--- src/design/htfc_pkg.sv ---
// Shared widths, constants, status codes and the CRC-8 byte step for the frame checker.
package htfc_pkg;

  // Field widths.
  localparam int WORD_W  = 16;
  localparam int CHECK_W = 8;
  localparam int OFS_W   = 12;
  localparam int TEMP_W  = 15;
  localparam int HUM_W   = 14;
  localparam int STAT_W  = 2;

  // Register indexes on the configuration port.
  localparam int CFG_IDX_W = 1;
  localparam logic [CFG_IDX_W-1:0] CFG_TEMP_OFFSET = 1'd0;
  localparam logic [CFG_IDX_W-1:0] CFG_HUM_OFFSET  = 1'd1;

  // Result status codes.
  localparam logic [STAT_W-1:0] ST_OK  = 2'd0;
  localparam logic [STAT_W-1:0] ST_BUS = 2'd1;
  localparam logic [STAT_W-1:0] ST_CRC = 2'd2;

  // CRC-8 parameters.
  localparam logic [7:0] CRC_INIT = 8'hFF;
  localparam logic [7:0] CRC_POLY = 8'h31;

  // Conversion constants.
  localparam logic [14:0] TEMP_SPAN = 15'd17500;
  localparam logic [13:0] HUM_SPAN  = 14'd10000;
  localparam logic [16:0] RAW_FULL  = 17'd65535;
  localparam logic signed [15:0] TEMP_BASE = -16'sd4500;
  localparam logic signed [15:0] HUM_MAX   = 16'sd10000;

  // One byte through the CRC-8 shift register, most significant bit first.
  function automatic logic [7:0] crc8_byte(input logic [7:0] crc_in, input logic [7:0] data);
    logic [7:0] crc;
    crc = crc_in ^ data;
    for (int k = 0; k < 8; k++) begin
      if (crc[7]) begin
        crc = {crc[6:0], 1'b0} ^ CRC_POLY;
      end else begin
        crc = {crc[6:0], 1'b0};
      end
    end
    return crc;
  endfunction

endpackage

--- src/design/htfc_in_if.sv ---
// Input channel carrying one sensor read frame per transfer.
interface htfc_in_if import htfc_pkg::*; ();
  logic               valid;
  logic               ready;
  logic [WORD_W-1:0]  temp_word;
  logic [CHECK_W-1:0] temp_check;
  logic [WORD_W-1:0]  hum_word;
  logic [CHECK_W-1:0] hum_check;
  logic               bus_fail;

  modport source (output valid, temp_word, temp_check, hum_word, hum_check, bus_fail,
                  input ready);
  modport sink (input valid, temp_word, temp_check, hum_word, hum_check, bus_fail,
                output ready);
endinterface

--- src/design/htfc_out_if.sv ---
// Result channel carrying one converted reading and its status per transfer.
interface htfc_out_if import htfc_pkg::*; ();
  logic                     valid;
  logic                     ready;
  logic signed [TEMP_W-1:0] temperature;
  logic [HUM_W-1:0]         humidity;
  logic [STAT_W-1:0]        status;

  modport source (output valid, temperature, humidity, status, input ready);
  modport sink (input valid, temperature, humidity, status, output ready);
endinterface

--- src/design/humidity_temp_frame_checker_core.sv ---
// A frame passes stages 1, 2 and 3 in order before its result is offered.
// Throughput: one frame per cycle while results are taken; each of the three stages
// holds one frame and moves on whenever the stage after it is empty or moving.
// Stage 1 runs the multipliers and the high CRC byte, stage 2 the low CRC
// byte and the divide by 65535, stage 3 the offsets, clamp and status.
// Reset (rst_n low, synchronous) empties the pipeline and zeroes both offsets.
module humidity_temp_frame_checker_core import htfc_pkg::*; (
  input  logic                 clk,
  input  logic                 rst_n,
  htfc_in_if.sink              in_chan,
  htfc_out_if.source           out_chan,
  input  logic                 cfg_we,
  input  logic [CFG_IDX_W-1:0] cfg_index,
  input  logic [OFS_W-1:0]     cfg_wdata
);

  // Configuration registers.
  logic [OFS_W-1:0] temp_offset_r;
  logic [OFS_W-1:0] hum_offset_r;

  always_ff @(posedge clk) begin
    if (!rst_n) begin
      temp_offset_r <= '0;
      hum_offset_r  <= '0;
    end else if (cfg_we) begin
      unique case (cfg_index)
        CFG_TEMP_OFFSET: temp_offset_r <= cfg_wdata;
        CFG_HUM_OFFSET:  hum_offset_r  <= cfg_wdata;
        default: ;
      endcase
    end
  end

  // Per-stage flow control: a stage loads when it is empty or its contents move on.
  logic s1_valid_r, s2_valid_r, out_valid_r;
  logic s1_ready, s2_ready, s3_ready;

  assign s3_ready      = !out_valid_r || out_chan.ready;
  assign s2_ready      = !s2_valid_r || s3_ready;
  assign s1_ready      = !s1_valid_r || s2_ready;
  assign in_chan.ready = s1_ready;

  // Stage 1: scale both raw words and run the high byte of each CRC.
  logic              s1_bus_fail_r;
  logic [30:0]       s1_t_prod_r;
  logic [29:0]       s1_h_prod_r;
  logic [7:0]        s1_t_crc_r, s1_h_crc_r;
  logic [7:0]        s1_t_lo_r, s1_h_lo_r;
  logic [CHECK_W-1:0] s1_t_chk_r, s1_h_chk_r;

  always_ff @(posedge clk) begin
    if (!rst_n) begin
      s1_valid_r <= 1'b0;
    end else if (s1_ready) begin
      s1_valid_r <= in_chan.valid;
    end
  end

  always_ff @(posedge clk) begin
    if (s1_ready) begin
      s1_bus_fail_r <= in_chan.bus_fail;
      s1_t_prod_r   <= 31'(in_chan.temp_word) * 31'(TEMP_SPAN);
      s1_h_prod_r   <= 30'(in_chan.hum_word) * 30'(HUM_SPAN);
      s1_t_crc_r    <= crc8_byte(CRC_INIT, in_chan.temp_word[15:8]);
      s1_h_crc_r    <= crc8_byte(CRC_INIT, in_chan.hum_word[15:8]);
      s1_t_lo_r     <= in_chan.temp_word[7:0];
      s1_h_lo_r     <= in_chan.hum_word[7:0];
      s1_t_chk_r    <= in_chan.temp_check;
      s1_h_chk_r    <= in_chan.hum_check;
    end
  end

  // Stage 2: finish the CRCs and divide by 65535.
  // With q = p >> 16 the remainder is low16 + q, which stays below twice the
  // divisor, so a single compare corrects the quotient.
  logic [14:0] t_qe, t_q_nxt;
  logic [13:0] h_qe, h_q_nxt;
  logic [16:0] t_rem, h_rem;
  logic        crc_bad_nxt;

  always_comb begin
    t_qe    = s1_t_prod_r[30:16];
    t_rem   = 17'(s1_t_prod_r[15:0]) + 17'(t_qe);
    t_q_nxt = t_qe + 15'(t_rem >= RAW_FULL);
    h_qe    = s1_h_prod_r[29:16];
    h_rem   = 17'(s1_h_prod_r[15:0]) + 17'(h_qe);
    h_q_nxt = h_qe + 14'(h_rem >= RAW_FULL);
    crc_bad_nxt = (crc8_byte(s1_t_crc_r, s1_t_lo_r) != s1_t_chk_r)
               || (crc8_byte(s1_h_crc_r, s1_h_lo_r) != s1_h_chk_r);
  end

  logic        s2_bus_fail_r;
  logic        s2_crc_bad_r;
  logic [14:0] s2_t_q_r;
  logic [13:0] s2_h_q_r;

  always_ff @(posedge clk) begin
    if (!rst_n) begin
      s2_valid_r <= 1'b0;
    end else if (s2_ready) begin
      s2_valid_r <= s1_valid_r;
    end
  end

  always_ff @(posedge clk) begin
    if (s2_ready) begin
      s2_bus_fail_r <= s1_bus_fail_r;
      s2_crc_bad_r  <= crc_bad_nxt;
      s2_t_q_r      <= t_q_nxt;
      s2_h_q_r      <= h_q_nxt;
    end
  end

  // Stage 3: apply offsets, clamp humidity and pick the status.
  logic signed [15:0]       t_sum, h_sum;
  logic signed [TEMP_W-1:0] temp_nxt;
  logic [HUM_W-1:0]         hum_nxt;
  logic [STAT_W-1:0]        status_nxt;

  always_comb begin
    t_sum = TEMP_BASE + $signed({1'b0, s2_t_q_r})
          + $signed({{(16-OFS_W){temp_offset_r[OFS_W-1]}}, temp_offset_r});
    h_sum = $signed({2'b00, s2_h_q_r})
          + $signed({{(16-OFS_W){hum_offset_r[OFS_W-1]}}, hum_offset_r});
    temp_nxt   = '0;
    hum_nxt    = '0;
    status_nxt = ST_OK;
    priority if (s2_bus_fail_r) begin
      status_nxt = ST_BUS;
    end else if (s2_crc_bad_r) begin
      status_nxt = ST_CRC;
    end else begin
      temp_nxt = t_sum[TEMP_W-1:0];
      priority if (h_sum < 0) begin
        hum_nxt = '0;
      end else if (h_sum > HUM_MAX) begin
        hum_nxt = HUM_MAX[HUM_W-1:0];
      end else begin
        hum_nxt = h_sum[HUM_W-1:0];
      end
    end
  end

  logic signed [TEMP_W-1:0] out_temp_r;
  logic [HUM_W-1:0]         out_hum_r;
  logic [STAT_W-1:0]        out_status_r;

  always_ff @(posedge clk) begin
    if (!rst_n) begin
      out_valid_r <= 1'b0;
    end else if (s3_ready) begin
      out_valid_r <= s2_valid_r;
    end
  end

  always_ff @(posedge clk) begin
    if (s3_ready) begin
      out_temp_r   <= temp_nxt;
      out_hum_r    <= hum_nxt;
      out_status_r <= status_nxt;
    end
  end

  assign out_chan.valid       = out_valid_r;
  assign out_chan.temperature = out_temp_r;
  assign out_chan.humidity    = out_hum_r;
  assign out_chan.status      = out_status_r;

  // A failed frame carries zero readings.
  a_err_zero: assert property (@(posedge clk) disable iff (!rst_n)
    out_valid_r && (out_status_r != ST_OK) |-> (out_temp_r == '0) && (out_hum_r == '0))
    else $error("error result carries nonzero readings");

  // Humidity never leaves its clamped range.
  a_hum_range: assert property (@(posedge clk) disable iff (!rst_n)
    out_valid_r |-> out_hum_r <= HUM_MAX[HUM_W-1:0])
    else $error("humidity above full scale");

  // A stalled stage-1 frame is not dropped.
  a_s1_hold: assert property (@(posedge clk) disable iff (!rst_n)
    s1_valid_r && !s2_ready |=> s1_valid_r)
    else $error("stage 1 frame lost during stall");

  // Reset empties the output stage.
  a_reset_empty: assert property (@(posedge clk)
    !rst_n |=> !out_valid_r)
    else $error("result offered right after reset");

endmodule

--- src/flat_wrapper.sv ---
// flat-port wrapper written by rule: the top's interface ports become plain ports
module humidity_temp_frame_checker_core_flat import htfc_pkg::*;
  (clk, rst_n, cfg_we, cfg_index, cfg_wdata, in_chan_valid, in_chan_temp_word, in_chan_temp_check, in_chan_hum_word, in_chan_hum_check, in_chan_bus_fail, in_chan_ready, out_chan_valid, out_chan_temperature, out_chan_humidity, out_chan_status, out_chan_ready);
  htfc_in_if in_chan_i ();
  htfc_out_if out_chan_i ();
  input  logic clk;
  input  logic rst_n;
  input  logic cfg_we;
  input  logic [CFG_IDX_W-1:0] cfg_index;
  input  logic [OFS_W-1:0] cfg_wdata;
  input wire logic [$bits(in_chan_i.valid)-1:0] in_chan_valid;
  input wire logic [$bits(in_chan_i.temp_word)-1:0] in_chan_temp_word;
  input wire logic [$bits(in_chan_i.temp_check)-1:0] in_chan_temp_check;
  input wire logic [$bits(in_chan_i.hum_word)-1:0] in_chan_hum_word;
  input wire logic [$bits(in_chan_i.hum_check)-1:0] in_chan_hum_check;
  input wire logic [$bits(in_chan_i.bus_fail)-1:0] in_chan_bus_fail;
  output wire logic [$bits(in_chan_i.ready)-1:0] in_chan_ready;
  output wire logic [$bits(out_chan_i.valid)-1:0] out_chan_valid;
  output wire logic [$bits(out_chan_i.temperature)-1:0] out_chan_temperature;
  output wire logic [$bits(out_chan_i.humidity)-1:0] out_chan_humidity;
  output wire logic [$bits(out_chan_i.status)-1:0] out_chan_status;
  input wire logic [$bits(out_chan_i.ready)-1:0] out_chan_ready;
  assign in_chan_i.valid = in_chan_valid;
  assign in_chan_i.temp_word = in_chan_temp_word;
  assign in_chan_i.temp_check = in_chan_temp_check;
  assign in_chan_i.hum_word = in_chan_hum_word;
  assign in_chan_i.hum_check = in_chan_hum_check;
  assign in_chan_i.bus_fail = in_chan_bus_fail;
  assign in_chan_ready = in_chan_i.ready;
  assign out_chan_valid = out_chan_i.valid;
  assign out_chan_temperature = out_chan_i.temperature;
  assign out_chan_humidity = out_chan_i.humidity;
  assign out_chan_status = out_chan_i.status;
  assign out_chan_i.ready = out_chan_ready;
  humidity_temp_frame_checker_core u_core (.clk(clk), .rst_n(rst_n), .in_chan(in_chan_i), .out_chan(out_chan_i), .cfg_we(cfg_we), .cfg_index(cfg_index), .cfg_wdata(cfg_wdata));
endmodule
--- config.mk ---
export PLATFORM = sky130hd
export DESIGN_NAME = humidity_temp_frame_checker_core_flat
export DESIGN_NICKNAME = d
export VERILOG_FILES = /design/src/design/htfc_pkg.sv /design/src/design/htfc_in_if.sv /design/src/design/htfc_out_if.sv /design/src/design/humidity_temp_frame_checker_core.sv /design/src/flat_wrapper.sv
export SDC_FILE = /design/constraint.sdc
export NUM_CORES = 1
export LEC_CHECK = 0
export BUFFER_PORTS_ARGS = -buffer_cell sky130_fd_sc_hd__buf_2
export CAP_MARGIN = 20
export CORE_ASPECT_RATIO = 1.4
export CORE_MARGIN = 1.5
export CORE_UTILIZATION = 55
export DETAILED_ROUTE_END_ITERATION = 16
export PLACE_DENSITY_LB_ADDON = 0.12
export SYNTH_ARGS = -nofsm -noshare
export SYNTH_HDL_FRONTEND = slang
export SYNTH_SLANG_ARGS = --single-unit
--- constraint.sdc ---
create_clock -name clk -period 4.4 [get_ports clk]
set_clock_uncertainty 0.15 [all_clocks]
set_input_delay 0.22 -clock clk [delete_from_list [all_inputs] [get_ports clk]]
set_output_delay 0.22 -clock clk [all_outputs]
set_load 0.02 [all_outputs]
==> flow_summary.ini, run 1 <==
[setup_path]
reg2regPathDepth = 16
critPathCaptureType = flip-flop
ff2ff_setup_slack_ns = 0.20
cp_max_fo = 3
worstPathArrival_ns = 4.34
critPathLaunch = in_chan_temp_word[8]
crit_type = primary input to flip-flop
max_stage_delay_ns = 0.52
reg2reg_from = u_core.s1_h_lo_r[0]
cp.required_ns = 4.42
cp_common_cell = fa_1
worst-path-stages = 17
crit_slowest_cell = fa_1
startpoint_type = primary input
cp_cell_sequence = buf_2 > ha_4 > fa_1 > ha_1 > fa_1 > inv_1 > fa_1 > inv_1 > ha_1 > o21ai_1 > a21oi_1 > a211oi_2 > nor4_4 > o41ai_4 > o21bai_2 > a311oi_2 > xnor2_1
crit_buf_inv = 3
r2r_end = u_core.s2_h_q_r[10]
critPathTopFamily = adder cells

[global_routing]
antenna_found_initial = 0
grt_pass1_vias = 11000
grt_max_degree = 58
grtUsageTotal_pct = 22.9
grt_overflow_total = 0
grt_pass1_wl_um = 51800

[synthesis]
synthTopCellsByCount = 237 x ha_1, 233 x inv_1, 161 x edfxtp_1
synthCells = 1443
syn_avg_cell_area_sq_um = 10.7
synth-seq-area-share_pct = 34.9
synth_most_common_cell = ha_1
synth_area_leaders = edfxtp_1 31%, ha_1 19%, fa_1 11%
ys_ff_latch = 188
async_flop_share_pct = 0
synth_top_area_share_pct = 31.3
synth_largest_area_cell = edfxtp_1
mappedNetlistArea_sq_um = 15400
ys_warn_count = 0
synth_edf_count = 161
synth_flop_cell = edfxtp_1
synth_cell_types = 58
synth_nets = 1831

[timing]
maxSlewViolCount = 0
max_clock_freq_mhz = 231
max_slew_margin_pct = 39.7
hold_violations = 0
fin_crit_sh_pct = 98.2
worstMarginPinSlew_ns = 0.903
hold_slack_ns = 0.0362
fin_crit_ns = 4.32
setup_viol = 0

[floorplanning]
die_h_um = 201
num_rows = 72
core-area_sq_um = 27600
die_w_um = 145
die_area_sq_um = 29100
pin_count = 100
initial_utilization_pct = 55.9

[clock_network]
cts_max_level = 4
insertion_delay_ns = 0.43
numCtsBuffers = 17
clockBufferDepth = 2
clockRootBuffer = clkbuf_16
tritoncts = done
cts_num_sinks = 188
clkTransAtPathRegs_ns = 0.07

[placed_design]
hpwl_um = 25700
port_buffers = 99
place_congestion = 0.901
dpl_cell_area_sq_um = 17300

[worst_hold_path]
whs_path_depth = 2
hold_class = primary input to flip-flop
worstHoldStart = in_chan_temp_word[2]
min_to = u_core.s1_t_lo_r[2]

[outcome]
status = completed

[final_layout]
drive_gt1_share_pct = 17.7
antenna_cells = 0
final_area_sq_um = 18500
area_growth_pct = 20.1
fillers = 2151
multi_input_area_sq_um = 9430
final_nets = 2093
regArea_sq_um = 5380

[run]
drv_cap = 0

[power_and_ir_drop]
peakVddDrop_uv = 325
totalPowerFinal_w = 0.0110
power.density_nw_per_um2 = 592
p_leak_nw = 8.76

[route]
wl_per_cell_um = 15.1
ant_nets = 0
viasPerCell = 5.19
drt_iter0_drc = 427
remaining_drc_errors = 0
finalWirelength_um = 31500
vias = 10800
dr.pass1.iters = 4
metal layers:
layer	vias up	share of wire, %	global-route usage, %	wire (um)
met5	-	0	0	0
met4	0	1.9	7.43	609
met3	34	2.6	2.83	833
met2	171	52	40.8	16300
met1	5123	44	28.4	13700
li1	5503	-	-	-
how the worst max path moves through the flow:
stage | end | slack, ns
detailed placement | u_core.s1_t_prod_r[28] | -0.44
global route | u_core.s1_t_prod_r[28] | -0.04
finish | u_core.s1_t_prod_r[28] | 0.08
floorplan | u_core.s1_t_prod_r[28] | -0.06
global placement | u_core.s1_t_prod_r[28] | -0.39
CTS | u_core.s1_t_prod_r[28] | 0.009
final cells by class:
cell class / count / share of cell area (%)
Multi-Input combinational cell: 1009 / 50.9
Sequential cell: 188 / 29.0
Timing Repair Buffer: 256 / 9.74
Inverter: 233 / 4.72
Clock buffer: 23 / 2.65
Tap cell: 370 / 2.50
Clock inverter: 9 / 0.453
per-stage QoR:
step                TNS [ns]  utilization, %  std cells  setup slack, ns
finish                     0            67.2       2088           0.0782
global route         -0.0368            67.2       2088          -0.0368
CTS                        0            66.2       2087          0.00887
detailed placement     -4.68            62.7       2016           -0.437
global placement       -3.89            62.7       2016           -0.387
floorplan            -0.0574               -       1443          -0.0574
power by group:
group	total, W	switching, W	internal [W]
logic	0.00660	0.00337	0.00323
clock network	0.00149	0.000641	0.000850
registers	0.00288	0.000292	0.00259
total	0.0110	0.00431	0.00666
logic make-up (layout without fill, tap and decap cells):
kind of cell | count (synthesis) | in the layout | synth area share (%)
compound gates | 235 | 235 | 10.4
fa+ha+maj | 321 | 321 | 30.1
simple gates | 280 | 280 | 8.84
xor+xnor | 172 | 172 | 9.77
flops | 188 | 188 | 34.9
mux | 1 | 1 | 0.0649
buf+inv | 246 | 521 | 5.99
flip-flops by register name, indices dropped and copies added (netlist names), 2 cells and up:
signal / cells
u_core.out_chan.status: 2
u_core.s1_t_chk_r: 8
u_core.out_chan.humidity: 14
u_core.s1_h_lo_r: 8
u_core.s2_h_q_r: 14
u_core.out_chan.temperature: 15
u_core.s1_h_prod_r: 22
u_core.s1_h_chk_r: 8
u_core.s1_t_crc_r: 8
u_core.hum_offset_r: 12
u_core.temp_offset_r: 12
u_core.s1_t_lo_r: 8
u_core.s1_t_prod_r: 28
u_core.s2_t_q_r: 15
u_core.s1_h_crc_r: 8
repair_timing:
action,CTS,global route
endpoints found under the hold margin,51,0
gates resized for setup,0,46
setup buffers,0,1
endpoints found under the setup margin,0,20
hold buffers,39,0
placed cells by master, fill, tap and decap left out, drive strengths merged, types with 5 or more instances in the layout:
| cell type | n |
|---|---|
| xnor2 | 126 |
| nor2 | 55 |
| a31oi | 11 |
| inv | 237 |
| or2 | 6 |
| edfxtp | 161 |
| o211ai | 5 |
| a311oi | 9 |
| o21bai | 11 |
| a211oi | 13 |
| nand2b | 6 |
| dfxtp | 27 |
| o21ai | 37 |
| xor2 | 46 |
| clkbuf | 23 |
| nand4 | 13 |
| nor3 | 23 |
| and2 | 12 |
| and3 | 18 |
| a21boi | 27 |
| or3 | 9 |
| nor2b | 11 |
| dlygate4sd3 | 39 |
| a21o | 28 |
| nand2 | 94 |
| nor4 | 5 |
| buf | 217 |
| o21a | 10 |
| ha | 237 |
| nand3 | 17 |
| fa | 84 |
| a21oi | 61 |
(Power assumes the default switching activity.)
==> inputs of run 2 (changes only) <==
==> constraint.sdc (replaced) <==
create_clock -name clk -period 4.4 [get_ports clk]
set_clock_uncertainty 0.15 [all_clocks]
set_input_delay 0.44 -clock clk [delete_from_list [all_inputs] [get_ports clk]]
set_output_delay 0.44 -clock clk [all_outputs]
set_load 0.02 [all_outputs]
==> run 2 against run 1 <==
  * Worst setup slack worse by 0.067 ns
  * Cell area increased by 1.2%
  * Clock-buffer cell count is 4 lower
  * Die area did not move
  * Sequential cell count stayed put
  * Critical path type unchanged
  * Critical endpoint is now u_core.s1_t_prod_r[29]
  * First-iteration DRC count up 17%
  * Final cell count decreased by 0.72%
  * Maximum frequency down 1.5%
  * Clock power is 3% higher
==> flow_summary.ini, run 2 (synthesized netlist as in run 1, its figures left out) <==
[final_layout]
most-common-layout-cells = 211 x inv_1, 200 x ha_1, 161 x edfxtp_1, 138 x buf_4, 124 x xnor2_1
final_nets = 2078
fillers = 2154
regMostFlops = u_core.s1_t_prod_r
largest_reg_flops = 28
area_growth_pct = 21.5
final_common_cell = inv_1
utilization_pct = 68.0
antenna_cells = 0
drive_gt1_share_pct = 23.3
reg.largest.list = u_core.s1_t_prod_r x28, u_core.s1_h_prod_r x22

[timing]
setup_viol = 0
max_slew_margin_pct = 51.2
rsz0062_at_grt = yes
worstMarginPinSlew_ns = 0.730
hold_slack_ns = 0.0121
setup_slack_ns = 0.0114
max_clock_freq_mhz = 228
fin_crit_sh_pct = 99.7
hold_violations = 0
fin_crit_ns = 4.39
maxSlewViolCount = 0

[route]
wl_per_cell_um = 15.4
dr.pass1.iters = 5
drt_iter0_drc = 499
vias = 10800
remaining_drc_errors = 0
finalWirelength_um = 32000
ant_nets = 0
viasPerCell = 5.23

[worst_hold_path]
min_to = u_core.s1_t_chk_r[6]
whs_path_depth = 1
hold_class = primary input to flip-flop
worstHoldStart = in_chan_temp_check[6]

[setup_path]
cp_max_fo = 4
r2r_end = u_core.s2_h_q_r[10]
cp_cell_sequence = buf_2 > buf_4 > ha_1 > inv_1 > fa_1 > inv_1 > fa_1 > inv_1 > fa_1 > inv_2 > ha_4 > and3_4 > nand4_1 > o32ai_2 > a31oi_2 > nand3_1 > o221ai_1 > xnor2_1
reg2reg_from = u_core.s1_h_lo_r[0]
ff2ff_setup_slack_ns = 0.17
crit_slowest_cell = fa_1
reg2regPathDepth = 16
critPathCaptureType = flip-flop
crit_type = primary input to flip-flop
worstPathArrival_ns = 4.43
startpoint_type = primary input
max_stage_delay_ns = 0.53
cp.required_ns = 4.44

[global_routing]
grt_max_degree = 59
grt_pass1_vias = 11000
grtUsageTotal_pct = 23.0
grt_pass1_wl_um = 52200
grt_overflow_total = 0
antenna_found_initial = 1

[clock_network]
tritoncts = done
insertion_delay_ns = 0.44
numCtsBuffers = 17
cts_num_sinks = 188
clockBufferDepth = 2
clockRootBuffer = clkbuf_16
cts_max_level = 4
clkTransAtPathRegs_ns = 0.08

[placed_design]
place_congestion = 0.900
hpwl_um = 26200
post-place-ws_ns = -0.499
port_buffers = 99

[floorplanning]
initial_utilization_pct = 55.9
die_h_um = 201
pin_count = 100
core-area_sq_um = 27600
die_area_sq_um = 29100
die_w_um = 145
num_rows = 72

[outcome]
status = completed

[power_and_ir_drop]
switchingPower_w = 0.00460
peakVddDrop_uv = 330
pwr-share-comb_pct = 62.0
power.density_nw_per_um2 = 618
internal_power_w = 0.00698
clkPwrFrac_pct = 13.2
p_sw_share_pct = 39.7
p_leak_nw = 8.73
totalPowerFinal_w = 0.0116
p_seq_share_pct = 24.8

[run]
drv_cap = 0
## run 2: routing by layer
layer | wire length [um] | global-route usage, % | part of all wire [%]
met2 | 16100 | 40.7 | 50
met4 | 1000 | 7.97 | 3.1
met3 | 985 | 2.90 | 3.1
met1 | 13900 | 28.5 | 43
met5 | 15 | 0 | 0.047
## run 2: final cells by class
| cell class | count | area (sq um) | share of cell area, % |
|---|---|---|---|
| clock inverters | 13 | 128 | 0.681 |
| repair buffers | 241 | 1630 | 8.67 |
| inverters | 233 | 878 | 4.69 |
| multi-input cells | 1009 | 9820 | 52.4 |
| clock buffers | 19 | 454 | 2.42 |
| well taps | 370 | 463 | 2.47 |
| flip-flops and latches | 188 | 5380 | 28.7 |
## run 2: worst max-delay path: cells and delay by family
| kind | cells | cell delay [ns] |
|---|---|---|
| buffers and inverters | 6 | 0.56 |
| AO/OA/AOI/OAI | 3 | 0.65 |
| AND/OR/NAND/NOR | 3 | 0.51 |
| adder cells (fa/ha/maj) | 5 | 2.13 |
| XOR/XNOR | 1 | 0.15 |
## run 2: per-stage QoR
stage	cells	setup TNS, ns	cell area [sq um]
final	2073	0	18700
after global routing	2073	-0.633	18700
after global placement	2030	-6.34	17600
after floorplan	1443	-0.477	15700
after CTS	2066	0	18300
after detailed placement	2030	-7.52	17600
## run 2: worst max path at each step
stage,depth (start not counted),endpoint,start
after floorplan,17,u_core.s1_t_prod_r[28],in_chan_temp_word[12]
final,18,u_core.s1_t_prod_r[29],in_chan_temp_word[3]
after global routing,18,u_core.s1_t_prod_r[25],in_chan_temp_word[3]
after detailed placement,18,u_core.s1_t_prod_r[28],in_chan_temp_word[12]
after global placement,18,u_core.s1_t_prod_r[28],in_chan_temp_word[12]
after CTS,18,u_core.s1_t_prod_r[28],in_chan_temp_word[4]
## run 2: what timing repair did
action | CTS | global route
hold endpoints to repair | 4 | 0
cloned | 0 | 0
hold buffers | 4 | 0
pin swaps | 2 | 45
buffers inserted | 0 | 8
gates resized for setup | 3 | 85
endpoints found under the setup margin | 2 | 31
## run 2: power groups by stage
stage	Clock, W	Combinational [W]	Sequential [W]
finish	0.00153	0.00718	0.00288
global route	0.00161	0.00803	0.00292
global placement	0	0.00651	0.00291
CTS	0.00155	0.00675	0.00288
floorplan	0	0.00474	0.00280
detailed placement	0	0.00666	0.00292
==> inputs of run 3 (changes only) <==
==> constraint.sdc (replaced) <==
create_clock -name clk -period 3.7 [get_ports clk]
set_clock_uncertainty 0.15 [all_clocks]
set_input_delay 0.37 -clock clk [delete_from_list [all_inputs] [get_ports clk]]
set_output_delay 0.37 -clock clk [all_outputs]
set_load 0.02 [all_outputs]
==> run 3 against run 2 <==
  * The flow now finishes with violations (setup timing)
  * First-iteration DRC count shrank 14%
  * Die area is the same
  * Final cell count grew 5.5%
  * Critical endpoint is now u_core.s1_t_prod_r[28]
==> flow_summary.ini, run 3 (synthesized netlist as in run 1, its figures left out) <==
[timing]
rsz0062_at_grt = yes
fin_crit_ns = 4.51
fin_crit_sh_pct = 122
setup_slack_ns = -0.811
max_slew_margin_pct = 40.7
max_clock_freq_mhz = 222
setup_viol = 40
maxSlewViolCount = 0
hold_violations = 0
worstMarginPinSlew_ns = 0.889

[final_layout]
final_common_cell = buf_4
most-common-layout-cells = 228 x buf_4, 200 x inv_1, 178 x ha_1, 161 x edfxtp_1, 118 x xnor2_1
regMostFlops = u_core.s1_t_prod_r
utilization_pct = 74.0
reg.largest.list = u_core.s1_t_prod_r x28, u_core.s1_h_prod_r x22
area_growth_pct = 32.3
final_nets = 2189
drive_gt1_share_pct = 32.4
largest_reg_flops = 28

[setup_path]
cp_cell_sequence = buf_8 > buf_6 > ha_4 > inv_2 > fa_1 > inv_2 > ha_4 > fa_1 > inv_1 > fa_1 > inv_2 > ha_4 > a2111oi_4 > o211a_1 > nor4_4 > o41ai_2 > o21bai_2 > a311oi_1 > xnor2_1
cp.required_ns = 3.73
r2r_end = u_core.s2_h_q_r[10]
max_stage_delay_ns = 0.50
crit_type = primary input to flip-flop
ff2ff_setup_slack_ns = -0.33
worstPathArrival_ns = 4.54
startpoint_type = primary input
reg2reg_from = u_core.s1_h_prod_r[20]
crit_slowest_cell = fa_1
reg2regPathDepth = 16
cp_max_fo = 3
critPathCaptureType = flip-flop

[worst_hold_path]
min_to = u_core.s1_valid_r
worstHoldStart = in_chan_valid
hold_class = primary input to flip-flop
whs_path_depth = 3

[floorplanning]
die_area_sq_um = 29100
initial_utilization_pct = 55.9
pin_count = 100
num_rows = 72
core-area_sq_um = 27600
die_w_um = 145
die_h_um = 201

[outcome]
status = complete, but fails checks
violations = setup timing

[clock_network]
cts_max_level = 4
tritoncts = done
clockBufferDepth = 2
cts_num_sinks = 188
insertion_delay_ns = 0.44
clkTransAtPathRegs_ns = 0.07
numCtsBuffers = 17
clockRootBuffer = clkbuf_16

[global_routing]
grt_overflow_total = 0
grt_pass1_vias = 12000
grt_pass1_wl_um = 56300
grtUsageTotal_pct = 24.7
antenna_found_initial = 2
grt_max_degree = 69

[placed_design]
place_congestion = 0.888
port_buffers = 99
hpwl_um = 26900
post-place-ws_ns = -1.19

[power_and_ir_drop]
peakVddDrop_uv = 422
p_leak_nw = 9.39
power.density_nw_per_um2 = 760

[run]
drv_cap = 0

[route]
dr.pass1.iters = 5
finalWirelength_um = 35200
remaining_drc_errors = 0
viasPerCell = 5.25
wl_per_cell_um = 16.1
drt_iter0_drc = 429
ant_nets = 0
vias = 11500
## run 3: critical path, delay by kind of cell
| kind | cells | cell delay, ns |
|---|---|---|
| adders and majority gates | 6 | 2.16 |
| AOI/OAI and AO/OA | 5 | 1.46 |
| xor gates and xnor gates | 1 | 0.11 |
| and+or+nand+nor | 1 | 0.06 |
| buffers and inverters | 6 | 0.38 |
## run 3: what timing repair did
item	CTS	global route
pin swaps	83	69
hold endpoints to repair	17	0
hold buffers	17	0
gates resized for setup	102	120
endpoints found under the setup margin	50	54
setup buffers	16	21
## run 3: layer usage
layer,vias up,global-route usage (%),part of all wire (%)
li1,5692,-,-
met3,71,3.17,3.0
met4,0,9.20,3.2
met5,-,0,0
met2,226,44.7,53
met1,5493,29.5,41
## run 3: final cells by class
class,instances,area [sq um]
clock buffers,17,425
well taps,370,463
repair buffers,352,2610
fillers,1885,7160
multi-input cells,1009,10500
diodes,2,5.00
clock inverters,15,156
flip-flops and latches,188,5380
inverters,233,891
## run 3: worst max path at each step
stage,startpoint,end,slack [ns]
2_1_floorplan,in_chan_temp_word[9],u_core.s1_t_prod_r[28],-0.76
3_3_place_gp,in_chan_temp_word[13],u_core.s1_t_prod_r[28],-1.14
3_5_place_dp,in_chan_temp_word[13],u_core.s1_t_prod_r[28],-1.19
4_1_cts,in_chan_temp_word[12],u_core.s1_t_prod_r[28],-0.72
5_1_grt,in_chan_temp_word[12],u_core.s1_t_prod_r[28],-0.90
6_report,in_chan_temp_word[12],u_core.s1_t_prod_r[28],-0.81
## run 3: per-stage QoR
step | TNS, ns | hold slack [ns] | instance area, sq um | instances | total power, W
finish | -14.66 | 0.0249 | 20400 | 2186 | 0.0155
global route | -20.22 | 0.0394 | 20400 | 2186 | 0.0167
CTS | -12.76 | 0.00442 | 19700 | 2166 | 0.0145
detailed placement | -33.86 | 0.256 | 18400 | 2104 | 0.0120
global placement | -30.48 | 0.269 | 18400 | 2104 | 0.0117
floorplan | -14.51 | 0.250 | 15900 | 1443 | 0.00911
## run 3: power by group
group          internal [W]  leakage, nW  total (W)  switching [W]
logic               0.00524         7.13     0.0103        0.00506
clock network      0.000954        0.285    0.00180       0.000847
registers           0.00307         1.97    0.00342       0.000343
total               0.00927         9.39     0.0155        0.00625
